<file path="src/hw/rtl/h264_rtp_fua_packetizer_top_assert.svh">
// ----------------------------------------------------------------------------
// h264_rtp_fua_packetizer_top_assert
// Assertion macros shared by the packetizer RTL.
// ----------------------------------------------------------------------------
// Each use needs clk and rst_n in scope.
`ifndef H264_RTP_FUA_PACKETIZER_TOP_ASSERT_SVH
`define H264_RTP_FUA_PACKETIZER_TOP_ASSERT_SVH

// Check that a condition holds at every clock edge outside reset.
`define FUA_ASSERT_ALWAYS(label, cond, msg) \
    label: assert property (@(posedge clk) disable iff (!rst_n) (cond)) \
        else $error(msg);

// Check that a consequent holds in the same cycle as its antecedent.
`define FUA_ASSERT_IMPLY(label, ante, cons, msg) \
    label: assert property (@(posedge clk) disable iff (!rst_n) (ante) |-> (cons)) \
        else $error(msg);

`endif

</file>
<file path="src/hw/rtl/h264fua_pkg.sv">
// ----------------------------------------------------------------------------
// h264fua_pkg
// Shared types and constants of the H.264 RTP / FU-A packetizer.
// ----------------------------------------------------------------------------
package h264fua_pkg;

    // Register indexes of the configuration port
    localparam logic [1:0] REG_SSRC_ID      = 2'd0;
    localparam logic [1:0] REG_PAYLOAD_TYPE = 2'd1;
    localparam logic [1:0] REG_MAX_PAYLOAD  = 2'd2;

    localparam logic [31:0] SSRC_RESET     = 32'h5566_7788;
    localparam logic [6:0]  PT_RESET       = 7'd96;
    localparam logic [10:0] MAXPAY_RESET   = 11'd1280;
    localparam logic [10:0] MAXPAY_FLOOR   = 11'd16;

    localparam logic [7:0]  RTP_VERSION_BYTE = 8'h80;
    localparam logic [7:0]  NRI_MASK         = 8'hE0;
    localparam logic [7:0]  TYPE_MASK        = 8'h1F;
    localparam logic [7:0]  FU_A_TYPE        = 8'd28;
    localparam logic [7:0]  FU_START_BIT     = 8'h80;
    localparam logic [7:0]  FU_END_BIT       = 8'h40;
    localparam logic [7:0]  FU_MIDDLE        = 8'h00;

    // Header work that goes ahead of a payload byte
    typedef enum logic [1:0] {
        KIND_DATA = 2'd0,   // payload byte only
        KIND_RTP  = 2'd1,   // 12-byte RTP header, then payload byte
        KIND_FU   = 2'd2    // RTP header, FU indicator, FU header, then byte
    } kind_t;

    localparam logic [3:0] RTP_HDR_LEN = 4'd12;
    localparam logic [3:0] FU_HDR_LEN  = 4'd14;

    typedef struct packed {
        logic [7:0]  nalu_byte;
        logic [23:0] nalu_length;
        logic [31:0] time_stamp;
    } nalu_beat_t;

    typedef struct packed {
        logic [7:0] out_byte;
        logic       packet_start;
        logic       packet_end;
        logic       run_last;
    } rtp_beat_t;

    // One classified NALU byte, as handed from front end to back end
    typedef struct packed {
        kind_t       kind;
        logic        marker;
        logic [15:0] seq;
        logic [31:0] ts;
        logic [7:0]  fu_ind;
        logic [7:0]  fu_hdr;
        logic [7:0]  data;
        logic        pkt_end;
    } desc_t;

endpackage

</file>
<file path="src/hw/rtl/h264_rtp_fua_packetizer_top.sv">
// ----------------------------------------------------------------------------
// h264_rtp_fua_packetizer_top
// H.264 NALU to RTP packetizer with FU-A fragmentation.
// ----------------------------------------------------------------------------
// Feed a NAL unit one byte per beat on the nalu channel, header byte first;
// nalu_length and time_stamp count only on the first byte of each NALU. The
// rtp channel returns packet bytes one per beat: a 12-byte RTP header then
// payload, with packet_start on the first header byte, packet_end on the
// last payload byte, and run_last on the final beat produced by each input
// byte. A NALU that fits max_payload goes out as one packet with the marker
// set; a longer one is split into FU-A fragments (two extra bytes each) and
// its header byte yields no output. Rate: a payload byte that continues a
// packet goes out at one byte per cycle while rtp_ready holds and the
// queue is not empty; a byte that opens a packet first sends the RTP
// header (and for an FU-A fragment the FU indicator and FU header) over
// the single byte-wide output port. A queue of QUEUE_DEPTH descriptors
// lets input keep flowing while a header is being sent out; bytes pass the
// queue and the output register. Write configuration only while the block is idle.
// ----------------------------------------------------------------------------
module h264_rtp_fua_packetizer_top
    import h264fua_pkg::*;
#(
    parameter int QUEUE_DEPTH = 4
)
(
    input  logic        clk,
    input  logic        rst_n,

    // configuration write port
    input  logic        cfg_we,
    input  logic [1:0]  cfg_index,
    input  logic [31:0] cfg_data,

    // NALU byte stream
    input  logic        nalu_valid,
    output logic        nalu_ready,
    input  nalu_beat_t  nalu_beat,

    // RTP packet byte stream
    output logic        rtp_valid,
    input  logic        rtp_ready,
    output rtp_beat_t   rtp_beat
);

    logic [31:0] ssrc_reg;
    logic [6:0]  pt_reg;
    logic [10:0] maxpay_reg;

    logic        push;
    desc_t       push_desc;
    logic        pop;
    desc_t       head;
    logic        q_full;
    logic        q_empty;

    // Configuration registers: take each write at once, ignore unknown index
    always_ff @(posedge clk or negedge rst_n)
    begin
        if (!rst_n)
        begin
            ssrc_reg   <= SSRC_RESET;
            pt_reg     <= PT_RESET;
            maxpay_reg <= MAXPAY_RESET;
        end
        else if (cfg_we)
        begin
            case (cfg_index)
                REG_SSRC_ID:      ssrc_reg   <= cfg_data;
                REG_PAYLOAD_TYPE: pt_reg     <= cfg_data[6:0];
                REG_MAX_PAYLOAD:  maxpay_reg <= cfg_data[10:0];
                default:          ;
            endcase
        end
    end

    // Front end: classify each byte and track packet boundaries
    h264fua_front u_front
    (
        .clk         (clk),
        .rst_n       (rst_n),
        .nalu_valid  (nalu_valid),
        .nalu_ready  (nalu_ready),
        .nalu_beat   (nalu_beat),
        .max_payload (maxpay_reg),
        .q_full      (q_full),
        .push        (push),
        .push_desc   (push_desc)
    );

    // Decouple classification from byte emission
    h264fua_queue #(
        .DEPTH (QUEUE_DEPTH)
    ) u_queue
    (
        .clk       (clk),
        .rst_n     (rst_n),
        .push      (push),
        .push_desc (push_desc),
        .pop       (pop),
        .head      (head),
        .full      (q_full),
        .empty     (q_empty)
    );

    // Back end: expand headers and drive the output register
    h264fua_back u_back
    (
        .clk          (clk),
        .rst_n        (rst_n),
        .head         (head),
        .q_empty      (q_empty),
        .pop          (pop),
        .ssrc_id      (ssrc_reg),
        .payload_type (pt_reg),
        .rtp_valid    (rtp_valid),
        .rtp_ready    (rtp_ready),
        .rtp_beat     (rtp_beat)
    );

endmodule

</file>
<file path="src/hw/rtl/h264fua_front.sv">
// ----------------------------------------------------------------------------
// h264fua_front
// Accepts NALU bytes, tracks packet and fragment position, and emits one
// descriptor per byte that produces output.
// ----------------------------------------------------------------------------
module h264fua_front
    import h264fua_pkg::*;
(
    input  logic        clk,
    input  logic        rst_n,
    input  logic        nalu_valid,
    output logic        nalu_ready,
    input  nalu_beat_t  nalu_beat,
    input  logic [10:0] max_payload,
    input  logic        q_full,
    output logic        push,
    output desc_t       push_desc
);

    logic [15:0] seq_reg,      seq_next;
    logic [23:0] pos_reg,      pos_next;
    logic [10:0] fill_reg,     fill_next;
    logic [7:0]  nhdr_reg,     nhdr_next;
    logic [23:0] len_reg,      len_next;
    logic [31:0] ts_reg,       ts_next;
    logic        frag_reg,     frag_next;

    logic        take;
    logic [10:0] mp;
    logic [23:0] len_in;
    logic [24:0] pos_inc;
    logic        last;
    logic [24:0] remain;
    logic [10:0] fill_inc;
    logic        pend;
    logic [7:0]  fu_bits;

    assign nalu_ready = !q_full;
    assign take       = nalu_valid && nalu_ready;
    assign mp         = (max_payload < MAXPAY_FLOOR) ? MAXPAY_FLOOR : max_payload;
    assign len_in     = (nalu_beat.nalu_length == 24'd0) ? 24'd1 : nalu_beat.nalu_length;
    assign pos_inc    = {1'b0, pos_reg} + 25'd1;
    assign last       = pos_inc >= {1'b0, len_reg};
    // bytes still to go in the NALU plus the two FU bytes
    assign remain     = {1'b0, len_reg} - {1'b0, pos_reg} + 25'd2;
    assign fill_inc   = fill_reg + 11'd1;

    always_comb
    begin
        if (pos_reg == 24'd1)
            fu_bits = FU_START_BIT;
        else if (remain <= {14'd0, mp})
            fu_bits = FU_END_BIT;
        else
            fu_bits = FU_MIDDLE;
    end

    always_comb
    begin
        seq_next  = seq_reg;
        pos_next  = pos_reg;
        fill_next = fill_reg;
        nhdr_next = nhdr_reg;
        len_next  = len_reg;
        ts_next   = ts_reg;
        frag_next = frag_reg;
        push      = 1'b0;
        pend      = 1'b0;

        push_desc.kind    = KIND_DATA;
        push_desc.marker  = 1'b0;
        push_desc.seq     = seq_reg;
        push_desc.ts      = ts_reg;
        push_desc.fu_ind  = (nhdr_reg & NRI_MASK) | FU_A_TYPE;
        push_desc.fu_hdr  = fu_bits | (nhdr_reg & TYPE_MASK);
        push_desc.data    = nalu_beat.nalu_byte;
        push_desc.pkt_end = 1'b0;

        if (pos_reg == 24'd0)
        begin
            len_next  = len_in;
            ts_next   = nalu_beat.time_stamp;
            fill_next = 11'd0;
            if (len_in <= {13'd0, mp})
            begin
                // single packet with marker
                frag_next        = 1'b0;
                pend             = (len_in == 24'd1);
                push             = take;
                push_desc.kind   = KIND_RTP;
                push_desc.marker = 1'b1;
                push_desc.ts     = nalu_beat.time_stamp;
                pos_next         = pend ? 24'd0 : 24'd1;
            end
            else
            begin
                // hold the NALU header byte, no output
                frag_next = 1'b1;
                nhdr_next = nalu_beat.nalu_byte;
                pos_next  = 24'd1;
            end
        end
        else
        begin
            push = take;
            if (!frag_reg)
            begin
                pend = last;
            end
            else
            begin
                if (fill_reg == 11'd0)
                    push_desc.kind = KIND_FU;
                pend      = last || (fill_inc >= (mp - 11'd2));
                fill_next = pend ? 11'd0 : fill_inc;
            end
            pos_next = last ? 24'd0 : pos_inc[23:0];
        end

        push_desc.pkt_end = pend;
        if (pend)
            seq_next = seq_reg + 16'd1;
        if (pos_next == 24'd0)
            frag_next = 1'b0;
    end

    always_ff @(posedge clk or negedge rst_n)
    begin
        if (!rst_n)
        begin
            seq_reg  <= '0;
            pos_reg  <= '0;
            fill_reg <= '0;
            nhdr_reg <= '0;
            len_reg  <= '0;
            ts_reg   <= '0;
            frag_reg <= 1'b0;
        end
        else if (take)
        begin
            seq_reg  <= seq_next;
            pos_reg  <= pos_next;
            fill_reg <= fill_next;
            nhdr_reg <= nhdr_next;
            len_reg  <= len_next;
            ts_reg   <= ts_next;
            frag_reg <= frag_next;
        end
    end

endmodule

</file>
<file path="src/hw/rtl/h264fua_queue.sv">
// ----------------------------------------------------------------------------
// h264fua_queue
// Small descriptor queue between front end and back end.
// ----------------------------------------------------------------------------
`include "h264_rtp_fua_packetizer_top_assert.svh"

module h264fua_queue
    import h264fua_pkg::*;
#(
    parameter int DEPTH = 4
)
(
    input  logic  clk,
    input  logic  rst_n,
    input  logic  push,
    input  desc_t push_desc,
    input  logic  pop,
    output desc_t head,
    output logic  full,
    output logic  empty
);

    localparam int AW = (DEPTH > 1) ? $clog2(DEPTH) : 1;
    localparam int CW = $clog2(DEPTH + 1);

    desc_t          slots [DEPTH];
    logic [AW-1:0]  wr_ptr_reg, wr_ptr_next;
    logic [AW-1:0]  rd_ptr_reg, rd_ptr_next;
    logic [CW-1:0]  count_reg,  count_next;

    assign full  = (count_reg == CW'(DEPTH));
    assign empty = (count_reg == '0);
    assign head  = slots[rd_ptr_reg];

    always_comb
    begin
        wr_ptr_next = wr_ptr_reg;
        rd_ptr_next = rd_ptr_reg;
        count_next  = count_reg;
        if (push)
            wr_ptr_next = (wr_ptr_reg == AW'(DEPTH - 1)) ? '0 : wr_ptr_reg + 1'b1;
        if (pop)
            rd_ptr_next = (rd_ptr_reg == AW'(DEPTH - 1)) ? '0 : rd_ptr_reg + 1'b1;
        if (push && !pop)
            count_next = count_reg + 1'b1;
        else if (pop && !push)
            count_next = count_reg - 1'b1;
    end

    always_ff @(posedge clk)
    begin
        if (push)
            slots[wr_ptr_reg] <= push_desc;
    end

    always_ff @(posedge clk or negedge rst_n)
    begin
        if (!rst_n)
        begin
            wr_ptr_reg <= '0;
            rd_ptr_reg <= '0;
            count_reg  <= '0;
        end
        else
        begin
            wr_ptr_reg <= wr_ptr_next;
            rd_ptr_reg <= rd_ptr_next;
            count_reg  <= count_next;
        end
    end

    `FUA_ASSERT_ALWAYS(a_no_overflow, !(push && full), "queue push while full")
    `FUA_ASSERT_ALWAYS(a_no_underflow, !(pop && empty), "queue pop while empty")
    `FUA_ASSERT_IMPLY(a_count_match, (count_reg != '0) && (count_reg != CW'(DEPTH)),
                      wr_ptr_reg != rd_ptr_reg, "queue pointers disagree with count")

endmodule

</file>
<file path="src/hw/rtl/h264fua_back.sv">
// ----------------------------------------------------------------------------
// h264fua_back
// Expands each descriptor into header bytes and its payload byte through a
// registered output stage, one beat per cycle while not stalled.
// ----------------------------------------------------------------------------
`include "h264_rtp_fua_packetizer_top_assert.svh"

module h264fua_back
    import h264fua_pkg::*;
(
    input  logic        clk,
    input  logic        rst_n,
    input  desc_t       head,
    input  logic        q_empty,
    output logic        pop,
    input  logic [31:0] ssrc_id,
    input  logic [6:0]  payload_type,
    output logic        rtp_valid,
    input  logic        rtp_ready,
    output rtp_beat_t   rtp_beat
);

    logic [3:0]  step_reg, step_next;
    logic        ov_reg;
    rtp_beat_t   obeat_reg;

    logic [3:0]  hlen;
    logic        is_data;
    logic        advance;
    logic [7:0]  hdr_byte;
    rtp_beat_t   beat;

    always_comb
    begin
        case (head.kind)
            KIND_RTP: hlen = RTP_HDR_LEN;
            KIND_FU:  hlen = FU_HDR_LEN;
            default:  hlen = 4'd0;
        endcase
    end

    assign is_data = (step_reg == hlen);
    assign advance = !q_empty && (!ov_reg || rtp_ready);
    assign pop     = advance && is_data;

    always_comb
    begin
        case (step_reg)
            4'd0:    hdr_byte = RTP_VERSION_BYTE;
            4'd1:    hdr_byte = {head.marker, payload_type};
            4'd2:    hdr_byte = head.seq[15:8];
            4'd3:    hdr_byte = head.seq[7:0];
            4'd4:    hdr_byte = head.ts[31:24];
            4'd5:    hdr_byte = head.ts[23:16];
            4'd6:    hdr_byte = head.ts[15:8];
            4'd7:    hdr_byte = head.ts[7:0];
            4'd8:    hdr_byte = ssrc_id[31:24];
            4'd9:    hdr_byte = ssrc_id[23:16];
            4'd10:   hdr_byte = ssrc_id[15:8];
            4'd11:   hdr_byte = ssrc_id[7:0];
            4'd12:   hdr_byte = head.fu_ind;
            4'd13:   hdr_byte = head.fu_hdr;
            default: hdr_byte = 8'h00;
        endcase
    end

    always_comb
    begin
        beat.out_byte     = is_data ? head.data : hdr_byte;
        beat.packet_start = !is_data && (step_reg == 4'd0);
        beat.packet_end   = is_data && head.pkt_end;
        beat.run_last     = is_data;
        step_next         = is_data ? 4'd0 : step_reg + 4'd1;
    end

    always_ff @(posedge clk)
    begin
        if (advance)
            obeat_reg <= beat;
    end

    always_ff @(posedge clk or negedge rst_n)
    begin
        if (!rst_n)
        begin
            step_reg <= '0;
            ov_reg   <= 1'b0;
        end
        else
        begin
            if (advance)
            begin
                step_reg <= step_next;
                ov_reg   <= 1'b1;
            end
            else if (rtp_ready)
            begin
                ov_reg <= 1'b0;
            end
        end
    end

    assign rtp_valid = ov_reg;
    assign rtp_beat  = obeat_reg;

    `FUA_ASSERT_IMPLY(a_step_bound, !q_empty, step_reg <= hlen,
                      "header step ran past the descriptor's header length")
    `FUA_ASSERT_IMPLY(a_start_not_last, ov_reg && obeat_reg.packet_start,
                      !obeat_reg.run_last && !obeat_reg.packet_end,
                      "packet start beat flagged as last or end")
    `FUA_ASSERT_IMPLY(a_end_is_last, ov_reg && obeat_reg.packet_end, obeat_reg.run_last,
                      "packet end beat not flagged as last")

endmodule

</file>
<file path="config.mk">
export PLATFORM = sky130hd
export DESIGN_NAME = h264_rtp_fua_packetizer_top
export DESIGN_NICKNAME = d
export VERILOG_FILES = /design/src/hw/rtl/h264fua_pkg.sv /design/src/hw/rtl/h264_rtp_fua_packetizer_top.sv /design/src/hw/rtl/h264fua_front.sv /design/src/hw/rtl/h264fua_queue.sv /design/src/hw/rtl/h264fua_back.sv
export VERILOG_INCLUDE_DIRS = /design/src /design/src/hw/rtl
export SDC_FILE = /design/constraint.sdc
export NUM_CORES = 1
export LEC_CHECK = 0
export ABC_AREA = 1
export BUFFER_PORTS_ARGS = -buffer_cell sky130_fd_sc_hd__buf_2
export CELL_PAD_IN_SITES_DETAIL_PLACEMENT = 0
export CELL_PAD_IN_SITES_GLOBAL_PLACEMENT = 1
export CORE_MARGIN = 4
export CORE_UTILIZATION = 40
export DETAILED_ROUTE_END_ITERATION = 8
export PLACE_DENSITY_LB_ADDON = 0.15
export SYNTH_ARGS = -nofsm -noshare
export SYNTH_HDL_FRONTEND = slang
export SYNTH_SLANG_ARGS = --single-unit
</file>
<file path="constraint.sdc">
create_clock -name clk -period 13.81 [get_ports clk]
set_clock_uncertainty 0.05 [all_clocks]
set_input_delay 0.6905 -clock clk [delete_from_list [all_inputs] [get_ports clk]]
set_output_delay 0.6905 -clock clk [all_outputs]
set_load 0.02 [all_outputs]
</file>
* Word level (Yosys, flattened, before mapping)
Memory sizes are Yosys's and may differ from the RTL's. Index checks and enable logic that the tools add are counted.
Operators by class: order comparisons 5, shift operators 0, div/mod/pow operators 0, add/subtract/negate cells 11, equality and inequality tests 23, $mul 0, muxes and demuxes 38, bitwise logic cells 2, reduce and logical (&&, ||, !) cells 34
Operator list (number):
- 8-bit case mux with 14 select lines | 1
- 24-bit two-way mux | 4
- 24-bit zero test | 3
- 32-bit two-way mux | 2
- 24-bit by 1-bit equality test with 1-bit output (second input constant) | 2
- 11-bit two-way mux | 4
- 24-bit by 1-bit adder with 25-bit output (second input constant) | 1
- 25-bit by 2-bit adder with 25-bit output (second input constant) | 1
- 25-bit by 24-bit >= comparator with 1-bit output | 1
- 25-bit by 11-bit less-or-equal comparator with 1-bit output | 1
- 24-bit by 24-bit subtractor with 25-bit output | 1
- 4-bit equality test (second input constant) | 6
- 24-bit by 11-bit less-or-equal comparator with 1-bit output | 1
- 16-bit by 1-bit adder with 16-bit output (second input constant) | 1
- 4-bit by 3-bit equality test with 1-bit output (second input constant) | 4
- 8-bit two-way mux | 2
- 1-bit two-way mux | 14
- 2-bit AND reduction | 7
- 2-bit two-way mux | 6
- 11-bit by 1-bit adder with 11-bit output (second input constant) | 1
- 11-bit >= comparator | 1
- 11-bit zero test | 1
- 11-bit by 5-bit < comparator with 1-bit output (second input constant) | 1
- 11-bit by 2-bit subtractor with 11-bit output (second input constant) | 1
- other kinds (24) | 46
Storage, ports and cells: register bits after elaboration 189, memories kept 1, input bits 103, bits in latches 0, logic and storage cells 133, memory bits (read-only) 0, bits in writable memories 284, output and inout bits 13
Memories:
- u_queue.slots | words 4, width 71, rd ports 1, clocked after Yosys merged registers in 0, wr ports 1, RTL line h264fua_queue.sv:26 | desc_t slots [DEPTH];

* Logic depth before layout (Yosys ltp)
Gate-level depths: netlist (run 1).
depth in word-level cells 9, mapped depth 27, gate-level depth less buffers 26

* By module
From an unflattened synthesis (run 1), not the netlist that was laid out.
Unflattened totals: cell total of the unflattened synthesis 2909, area, all modules 26291.5 um^2
By module, submodules not included:
- h264fua_queue | cells each 939, sequential area each 9303.9 um^2, area each 12401.9 um^2, instances 1
- h264fua_front | cells each 1398, sequential area each 2902.8 um^2, area each 9819.4 um^2, instances 1
- h264_rtp_fua_packetizer_top | cells each 222, sequential area each 1276.2 um^2, area each 2077.0 um^2, instances 1
- h264fua_back | cells each 350, sequential area each 455.4 um^2, area each 1993.2 um^2, instances 1

* Worst setup path before layout (run 1)
No wires, ideal clock.
path type input -> register, start input port nalu_beat[53] (netlist bit), end memory u_queue.slots[0][0] (netlist bit) (enable), stages on the path 13, data arrival time 4.819 ns, buffers on the path 0, data required time 13.263 ns, path slack 8.444 ns, library setup time 0.497 ns, cell sequence nor2_1 nand2_1 nor2_1 nand3_1 nand2_1 inv_1 ha_1 nand2_1 nor2_1 nand3_1 nand2_1 o21ai_0 nor2_1
On the way: word-level cells in the longest chain between the ends 7
RTL lines:
- from (decl) | RTL line h264_rtp_fua_packetizer_top.sv:37 | input nalu_beat_t nalu_beat,
- 24-bit zero test | RTL line h264fua_front.sv:41 | assign len_in = (nalu_beat.nalu_length == 24'd0) ? 24'd1 : nalu_beat.nalu_length;
- 24-bit two-way mux * | RTL line h264fua_front.sv:41
- 24-bit by 11-bit less-or-equal comparator with 1-bit output * | RTL line h264fua_front.sv:84 | if (len_in <= {13'd0, mp})
- 1-bit two-way mux * | RTL line h264fua_front.sv:84
- 1-bit two-way mux * | RTL line h264fua_front.sv:79 | if (pos_reg == 24'd0)
- 1-bit two-way mux * | RTL line h264fua_queue.sv:52 | if (push)
- 1-bit two-way mux (not written as such) * | RTL line h264fua_queue.sv:53 | slots[wr_ptr_reg] <= push_desc;
- to (decl) | RTL line h264fua_queue.sv:26
Mark *: on every way between the ends. The rest lies on a longest branch, timed or not.

* Worst setup path in the final report (run 1)
start register u_front.pos_reg[0], end register u_front.seq_reg[1]
On the way: word-level cells in the longest chain between the ends 6, elaborated cells between the ends (all ways) 7, classes of those cells add/sub (1); order compare (1); mux (2); reduce/logical (3)
RTL lines:
- from (decl) | RTL line h264fua_front.sv:21 | logic [23:0] pos_reg, pos_next;
- from (signal assigned) | RTL line h264fua_front.sv:142 | pos_reg <= pos_next;
- 24-bit by 1-bit adder with 25-bit output | RTL line h264fua_front.sv:42 | assign pos_inc = {1'b0, pos_reg} + 25'd1;
- 25-bit by 24-bit >= comparator with 1-bit output | RTL line h264fua_front.sv:43 | assign last = pos_inc >= {1'b0, len_reg};
- 1-bit logical OR | RTL line h264fua_front.sv:114 | pend = last || (fill_inc >= (mp - 11'd2));
- 1-bit two-way mux | RTL line h264fua_front.sv:106 | if (!frag_reg)
- 1-bit two-way mux * | RTL line h264fua_front.sv:79
- 2-bit AND reduction (no source line) *
- to (signal assigned) | RTL line h264fua_front.sv:141 | seq_reg <= seq_next;
- to (decl) | RTL line h264fua_front.sv:20 | logic [15:0] seq_reg, seq_next;
Marks and branches as above. A chain may end at the register's enable or synchronous reset.

==> results of run 1 <==
==> critical path, stage by stage (launching register included) <==
cell     delay, ps
dfrtp_1        480
ha_1           390
nand2_2        130
nor2_1         470
inv_1           80
o21ai_0        150
nand2_1         70
inv_1          110
ha_1           260
a21oi_1        150
nor2_1          50
nor2_1          80
nand2_1         60
nand2_1         70
inv_1           40
nor2_1         450
nand2_1        170
nor3_2         160
inv_2           70
nand3_2         60
nand2_2        210
nand2_2        410
nand2_1         90
o21a_1         120
==> stage by stage <==
| step | instances | hold slack [ps] | util | power (mW) |
|---|---|---|---|---|
| 2_1_floorplan | 2462 | 344.9 | - | 4.424 |
| 3_3_place_gp | 3267 | 417.2 | 0.4288 | 5.445 |
| 3_5_place_dp | 3267 | 423.4 | 0.4288 | 5.474 |
| 4_1_cts | 3363 | 70.61 | 0.4588 | 6.907 |
| 5_1_grt | 3363 | 96.55 | 0.4588 | 7.417 |
| 6_report | 3363 | 77.73 | 0.4588 | 6.821 |
==> layout by cell type (no fill, tap or decap), drive strengths merged, types with 2 or more instances in the layout <==
cell	n
nand2	437
o21ai	338
nor2	318
edfxtp	287
inv	250
dfrtp	158
buf	133
ha	122
nand3	106
clkbuf	73
a21oi	69
o22ai	59
nand4	36
xor2	35
mux2	28
dfstp	20
xnor2	19
a221oi	19
nor3	19
clkinv	13
a22o	9
bufinv	8
o211ai	7
a21o	6
nor4	5
a31oi	4
a21boi	2
o2111ai	2
a211oi	2
o31ai	2
fa	2
clkinvlp	2
a2111oi	2
==> power groups by stage <==
stage                     Combinational, mW  Clock, mW  Sequential (mW)
after floorplan                        2.25          0             2.18
after global placement                 3.23          0             2.22
after detailed placement               3.25          0             2.23
after CTS                              3.26       1.44             2.20
after global routing                   3.67       1.51             2.24
final                                  3.21       1.41             2.20
==> cells by family (layout without fill, tap and decap cells) <==
group,count (synthesis),count (layout),share of synthesized area
compound gates,524,524,0.1227
xor+xnor,54,54,0.02047
fa+ha+maj,124,124,0.06675
buf+inv,343,479,0.05593
flops,465,465,0.5581
mux,28,28,0.01344
simple gates,924,924,0.1626
==> area by class of cell <==
type / count / area (sq um)
clock buffers: 72 / 1386
clock inverters: 24 / 350.3
fillers: 5579 / 31350
inverters: 249 / 935.9
multi-input cells: 1654 / 9110
flip-flops and latches: 465 / 13100
well taps: 765 / 957.2
repair buffers: 134 / 726.9
==> per-layer routing <==
layer | GRT usage | share of wire | vias up
li1 | - | - | 8627
met1 | 0.2584 | 0.43 | 8409
met2 | 0.3700 | 0.51 | 295
met3 | 0.02928 | 0.038 | 91
met4 | 0.06150 | 0.030 | 0
met5 | 0 | 0 | -
==> worst max-delay path by stage <==
| stage | from | endpoint | slack, ps | cells past startpoint |
|---|---|---|---|---|
| 3_3_place_gp | nalu_beat[53] | u_queue.slots[0][43] | 9220 | 14 |
| 5_1_grt | u_front.pos_reg[0] | u_front.seq_reg[1] | 8830 | 23 |
| 6_report | u_front.pos_reg[0] | u_front.seq_reg[1] | 9320 | 23 |
| 3_5_place_dp | nalu_beat[53] | u_queue.slots[2][44] | 9020 | 14 |
| 4_1_cts | u_front.pos_reg[0] | u_front.seq_reg[1] | 9230 | 23 |
| 2_1_floorplan | nalu_beat[53] | u_queue.slots[0][0] | 8440 | 13 |
==> results.toml, run 1 <==
[status]
status = "completed"

[route]
drc = 0
via_count = 17422
vias_per_cell = 5.180
wl_um = 65540
ant_nets = 0
firstDrtPassIters = 5
wl_per_cell_um = 19.49
drt_iter0_drc = 1046

[placement]
hpwl_um = 45780
portBuffers = 115
placed_area_sq_um = 24830
place_ws_ps = 9022
gp_congestion = 0.8711

[worst_setup_path]
cp_max_fo = 21
worst_r2r_path_depth = 23
start_kind = "flip-flop"
r2r_start = "u_front.pos_reg[0]"
arrival_ps = 4920
r2r_setup_slack_ps = 9320
endpoint_kind = "flip-flop"
crit_required_ps = 14230
timing.rr.end = "u_front.seq_reg[1]"
criticalPathCategory = "reg -> reg"

[grt]
grt_pass1_wl_um = 100900
grt.total_usage = 0.2059
antenna_found_initial = 0
grt_max_degree = 75
grt_pass1_vias = 17424
grt_overflow_total = 0

[sta]
finalWorstSetupSlack_ps = 9317
slew_headroom = 0.2240
finalSetupViolCount = 0
rsz0062_at_grt = "no"
finalCriticalPeriod_ps = 4493
timing.final.crit_share = 0.3254
maxSlewViolCount = 0
worstMarginPinSlew_ps = 1160
fmax_mhz = 222.6
tns_ps = 0
hold_viol = 0

[synth]
syn-cell-area_sq_um = 23470
synthTopCellsByCount = "nand2_1, o21ai_0, nor2_1, edfxtp_1, inv_1"
yosysSeqAreaShare = 0.5581
syn_avg_cell_area_sq_um = 9.532
ys_async_sr_fraction = 0.3828
synth_edf_count = 287
ys_warn_count = 0
synth.most_common_cell = "nand2_1"
yosys.area.top_type = "edfxtp_1"
syn_inst = 2462
synth.distinct_cells = 49
synth_nets = 2689
ys_ff_latch = 465
synth-main-ff-cell = "edfxtp_1"
synth_top_cell_area_share = 0.3672
synthTopCellsByArea = "edfxtp_1, dfrtp_1, o21ai_0"

[clock_tree]
cts_tree = "yes"
cts_htree_levels = 2
clkTransAtPathRegs_ps = 60
cts.sinks = 465
ctsResizeCount = 0
cts.path.max_buffers = 3
numCtsBuffers = 51
ctsHoldBuffers = 0
clk_latency_ps = 590
cts_root_buffer = "clkbuf_16"
cts_setup_buffers = 0

[power_and_ir_drop]
p_comb_frac = 0.471
switchingPower_mw = 2.943
p_seq_frac = 0.323
p_int_mw = 3.879
power.share.clock = 0.207
switching_share = 0.4314
cellLeakagePower_nw = 11.15
max-vdd-ir-drop_v = 0.0002454
pwr_density_cell_nw_per_um2 = 256.7

[die]
die_w_um = 250.2
io_pins = 116
die_h_um = 250.2
floorplan.initialDensity = 0.4052
fp-row-count = 88
core-area_sq_um = 57920
die_area_sq_um = 62610

[cells_and_area]
layout-drive-gt1-share = 0.1143
insertedDiodeCount = 0
syn2layout_area_growth_pct = 13.22
nets = 2782
largest_reg_flops = 276
fin_area_sq_um = 26570

[hold_path]
hold_class = "in -> async"

[flow_run]
cap_violations = 0
Power figures use the tool's default switching activity.
==> run 2: changes to the inputs <==
clock period = 3.73 ns   (was 13.81 ns; I/O delays follow)
==> run 2 against run 1 <==
Die area did not move. Utilization is 3.5 points higher. Final cell count grew 5.7%. Sequential cell count unchanged. Sequential share of layout area fell by 3.5 points. Highest routed layer unchanged.
==> results.toml, run 2 (synthesized netlist as in run 1, its figures left out) <==
[grt]
antenna_found_initial = 0
grt_overflow_total = 0
grt.total_usage = 0.2112
grt_max_degree = 95
grt_pass1_wl_um = 104900
grt_pass1_vias = 18636

[hold_path]
hold_class = "in -> reg"

[placement]
portBuffers = 115
gp_congestion = 0.8987
hpwl_um = 47240
place_ws_ps = -24.42

[flow_run]
cap_violations = 0

[route]
drc = 0
wl_um = 67020
firstDrtPassIters = 5
wl_per_cell_um = 18.85
drt_iter0_drc = 1137
via_count = 18333
ant_nets = 0
vias_per_cell = 5.156

[sta]
worstMarginPinSlew_ps = 949.9
tns_ps = 0
finalCriticalPeriod_ps = 3513
timing.final.crit_share = 0.9418
slew_headroom = 0.3667
finalSetupViolCount = 0
finalWorstSetupSlack_ps = 217.2
fin_hold_ws_ps = 39.27
hold_viol = 0
maxSlewViolCount = 0
fmax_mhz = 284.7

[worst_setup_path]
cp_top_family = "compound AO/OA/AOI/OAI gates"
cp_max_fo = 5
arrival_ps = 3910
criticalPathCategory = "reg -> reg"
worst-path-buf-inv = 2
worstPathCellList = "inv_1 -> ha_1 -> ha_1 -> a21oi_1 -> a21boi_2 -> o21ai_2 -> xor2_1 -> ha_1 -> a21oi_1 -> o21ai_0 -> a21oi_1 -> o21ai_1 -> nand3_1 -> nand2_1 -> nand2_1 -> nand4_1 -> nor2_1 -> nand4_1 -> nor2_1 -> buf_4"
crit_required_ps = 4130
start_kind = "flip-flop"
endpoint_kind = "flip-flop"
cp_slowest_cell = "dfrtp_1"
cpPeakStageDelay_ps = 420

[cells_and_area]
final_util = 0.4935
largest_reg_flops = 276
syn2layout_area_growth_pct = 21.80
nets = 2977
insertedDiodeCount = 0
final_cell_mix = "nand2_1, o21ai_0, nor2_1"
layout-drive-gt1-share = 0.1541
layout_commonest_cell = "nand2_1"

[power_and_ir_drop]
cellLeakagePower_nw = 12.12
pwr_density_cell_nw_per_um2 = 932.0
power_mw = 26.64
max-vdd-ir-drop_v = 0.0006190

[die]
die_w_um = 250.2
core-area_sq_um = 57920
die_area_sq_um = 62610
floorplan.initialDensity = 0.4052
die_h_um = 250.2
fp-row-count = 88
io_pins = 116

[clock_tree]
cts.sinks = 465
cts.path.max_buffers = 3
numCtsBuffers = 50
cts_htree_levels = 2
cts_root_buffer = "clkbuf_16"
cts_tree = "yes"
clkTransAtPathRegs_ps = 60
clk_latency_ps = 590

[status]
status = "completed"
## run 2: final cells by class
| type | instances | area, sq um |
|---|---|---|
| Fill cell | 5418 | 29330 |
| Sequential cell | 465 | 13110 |
| Multi-Input combinational cell | 1654 | 9213 |
| Timing Repair Buffer | 330 | 2631 |
| Clock buffer | 61 | 1384 |
| Tap cell | 765 | 957.2 |
| Inverter | 249 | 935.9 |
| Clock inverter | 32 | 352.8 |
## run 2: worst paths after layout
path	start	endpoint	slack, ps	cells after the start
hold / removal	nalu_valid	u_front.pos_reg[0]	40	4
max in group asynchronous	rst_n	u_front.ts_reg[23]	2620	3
hold reg to reg	u_front.ts_reg[22]	u_front.ts_reg[22]	430	2
setup reg to reg	u_front.pos_reg[5]	u_queue.slots[3][15]	220	20
min in group asynchronous	rst_n	maxpay_reg[4]	70	2
setup / recovery	u_front.pos_reg[5]	u_queue.slots[3][15]	220	20
## run 2: stage by stage
stage | area (sq um) | instances
floorplan | 23480 | 2462
global placement | 25660 | 3353
detailed placement | 25660 | 3353
CTS | 28390 | 3544
global route | 28580 | 3556
finish | 28580 | 3556
## run 2: what timing repair did
item | in CTS | in global routing
hold endpoints to repair | 208 | 0
setup buffers | 0 | 12
endpoints found under the setup margin | 4 | 102
pin swaps | 0 | 5
gates resized for setup | 4 | 42
hold buffers | 98 | 0
## run 2: worst reg2reg max path, cell delays in order (launching register included)
cell and delay (ps):
dfrtp_1 420, inv_1 140, ha_1 250, ha_1 330
a21oi_1 170, a21boi_2 230, o21ai_2 100, xor2_1 160
ha_1 310, a21oi_1 160, o21ai_0 90, a21oi_1 120
o21ai_1 80, nand3_1 70, nand2_1 50, nand2_1 90
nand4_1 100, nor2_1 90, nand4_1 80, nor2_1 120
buf_4 150
## run 2: routing by layer
layer  vias up  routed length [um]  global-route usage
met5         -                   0                   0
met4         0                1599             0.05453
met3        76                2168             0.02264
met2       311               34410              0.3825
met1      8914               28840              0.2706
li1       9032                   -                   -
## run 2: power by group
part / total, mW / leakage, nW / switching (mW) / internal, mW
combinational: 13.5 / 6.39 / 8.64 / 4.83
sequential: 8.02 / 4.89 / 0.719 / 7.30
clock: 5.15 / 0.835 / 2.08 / 3.07
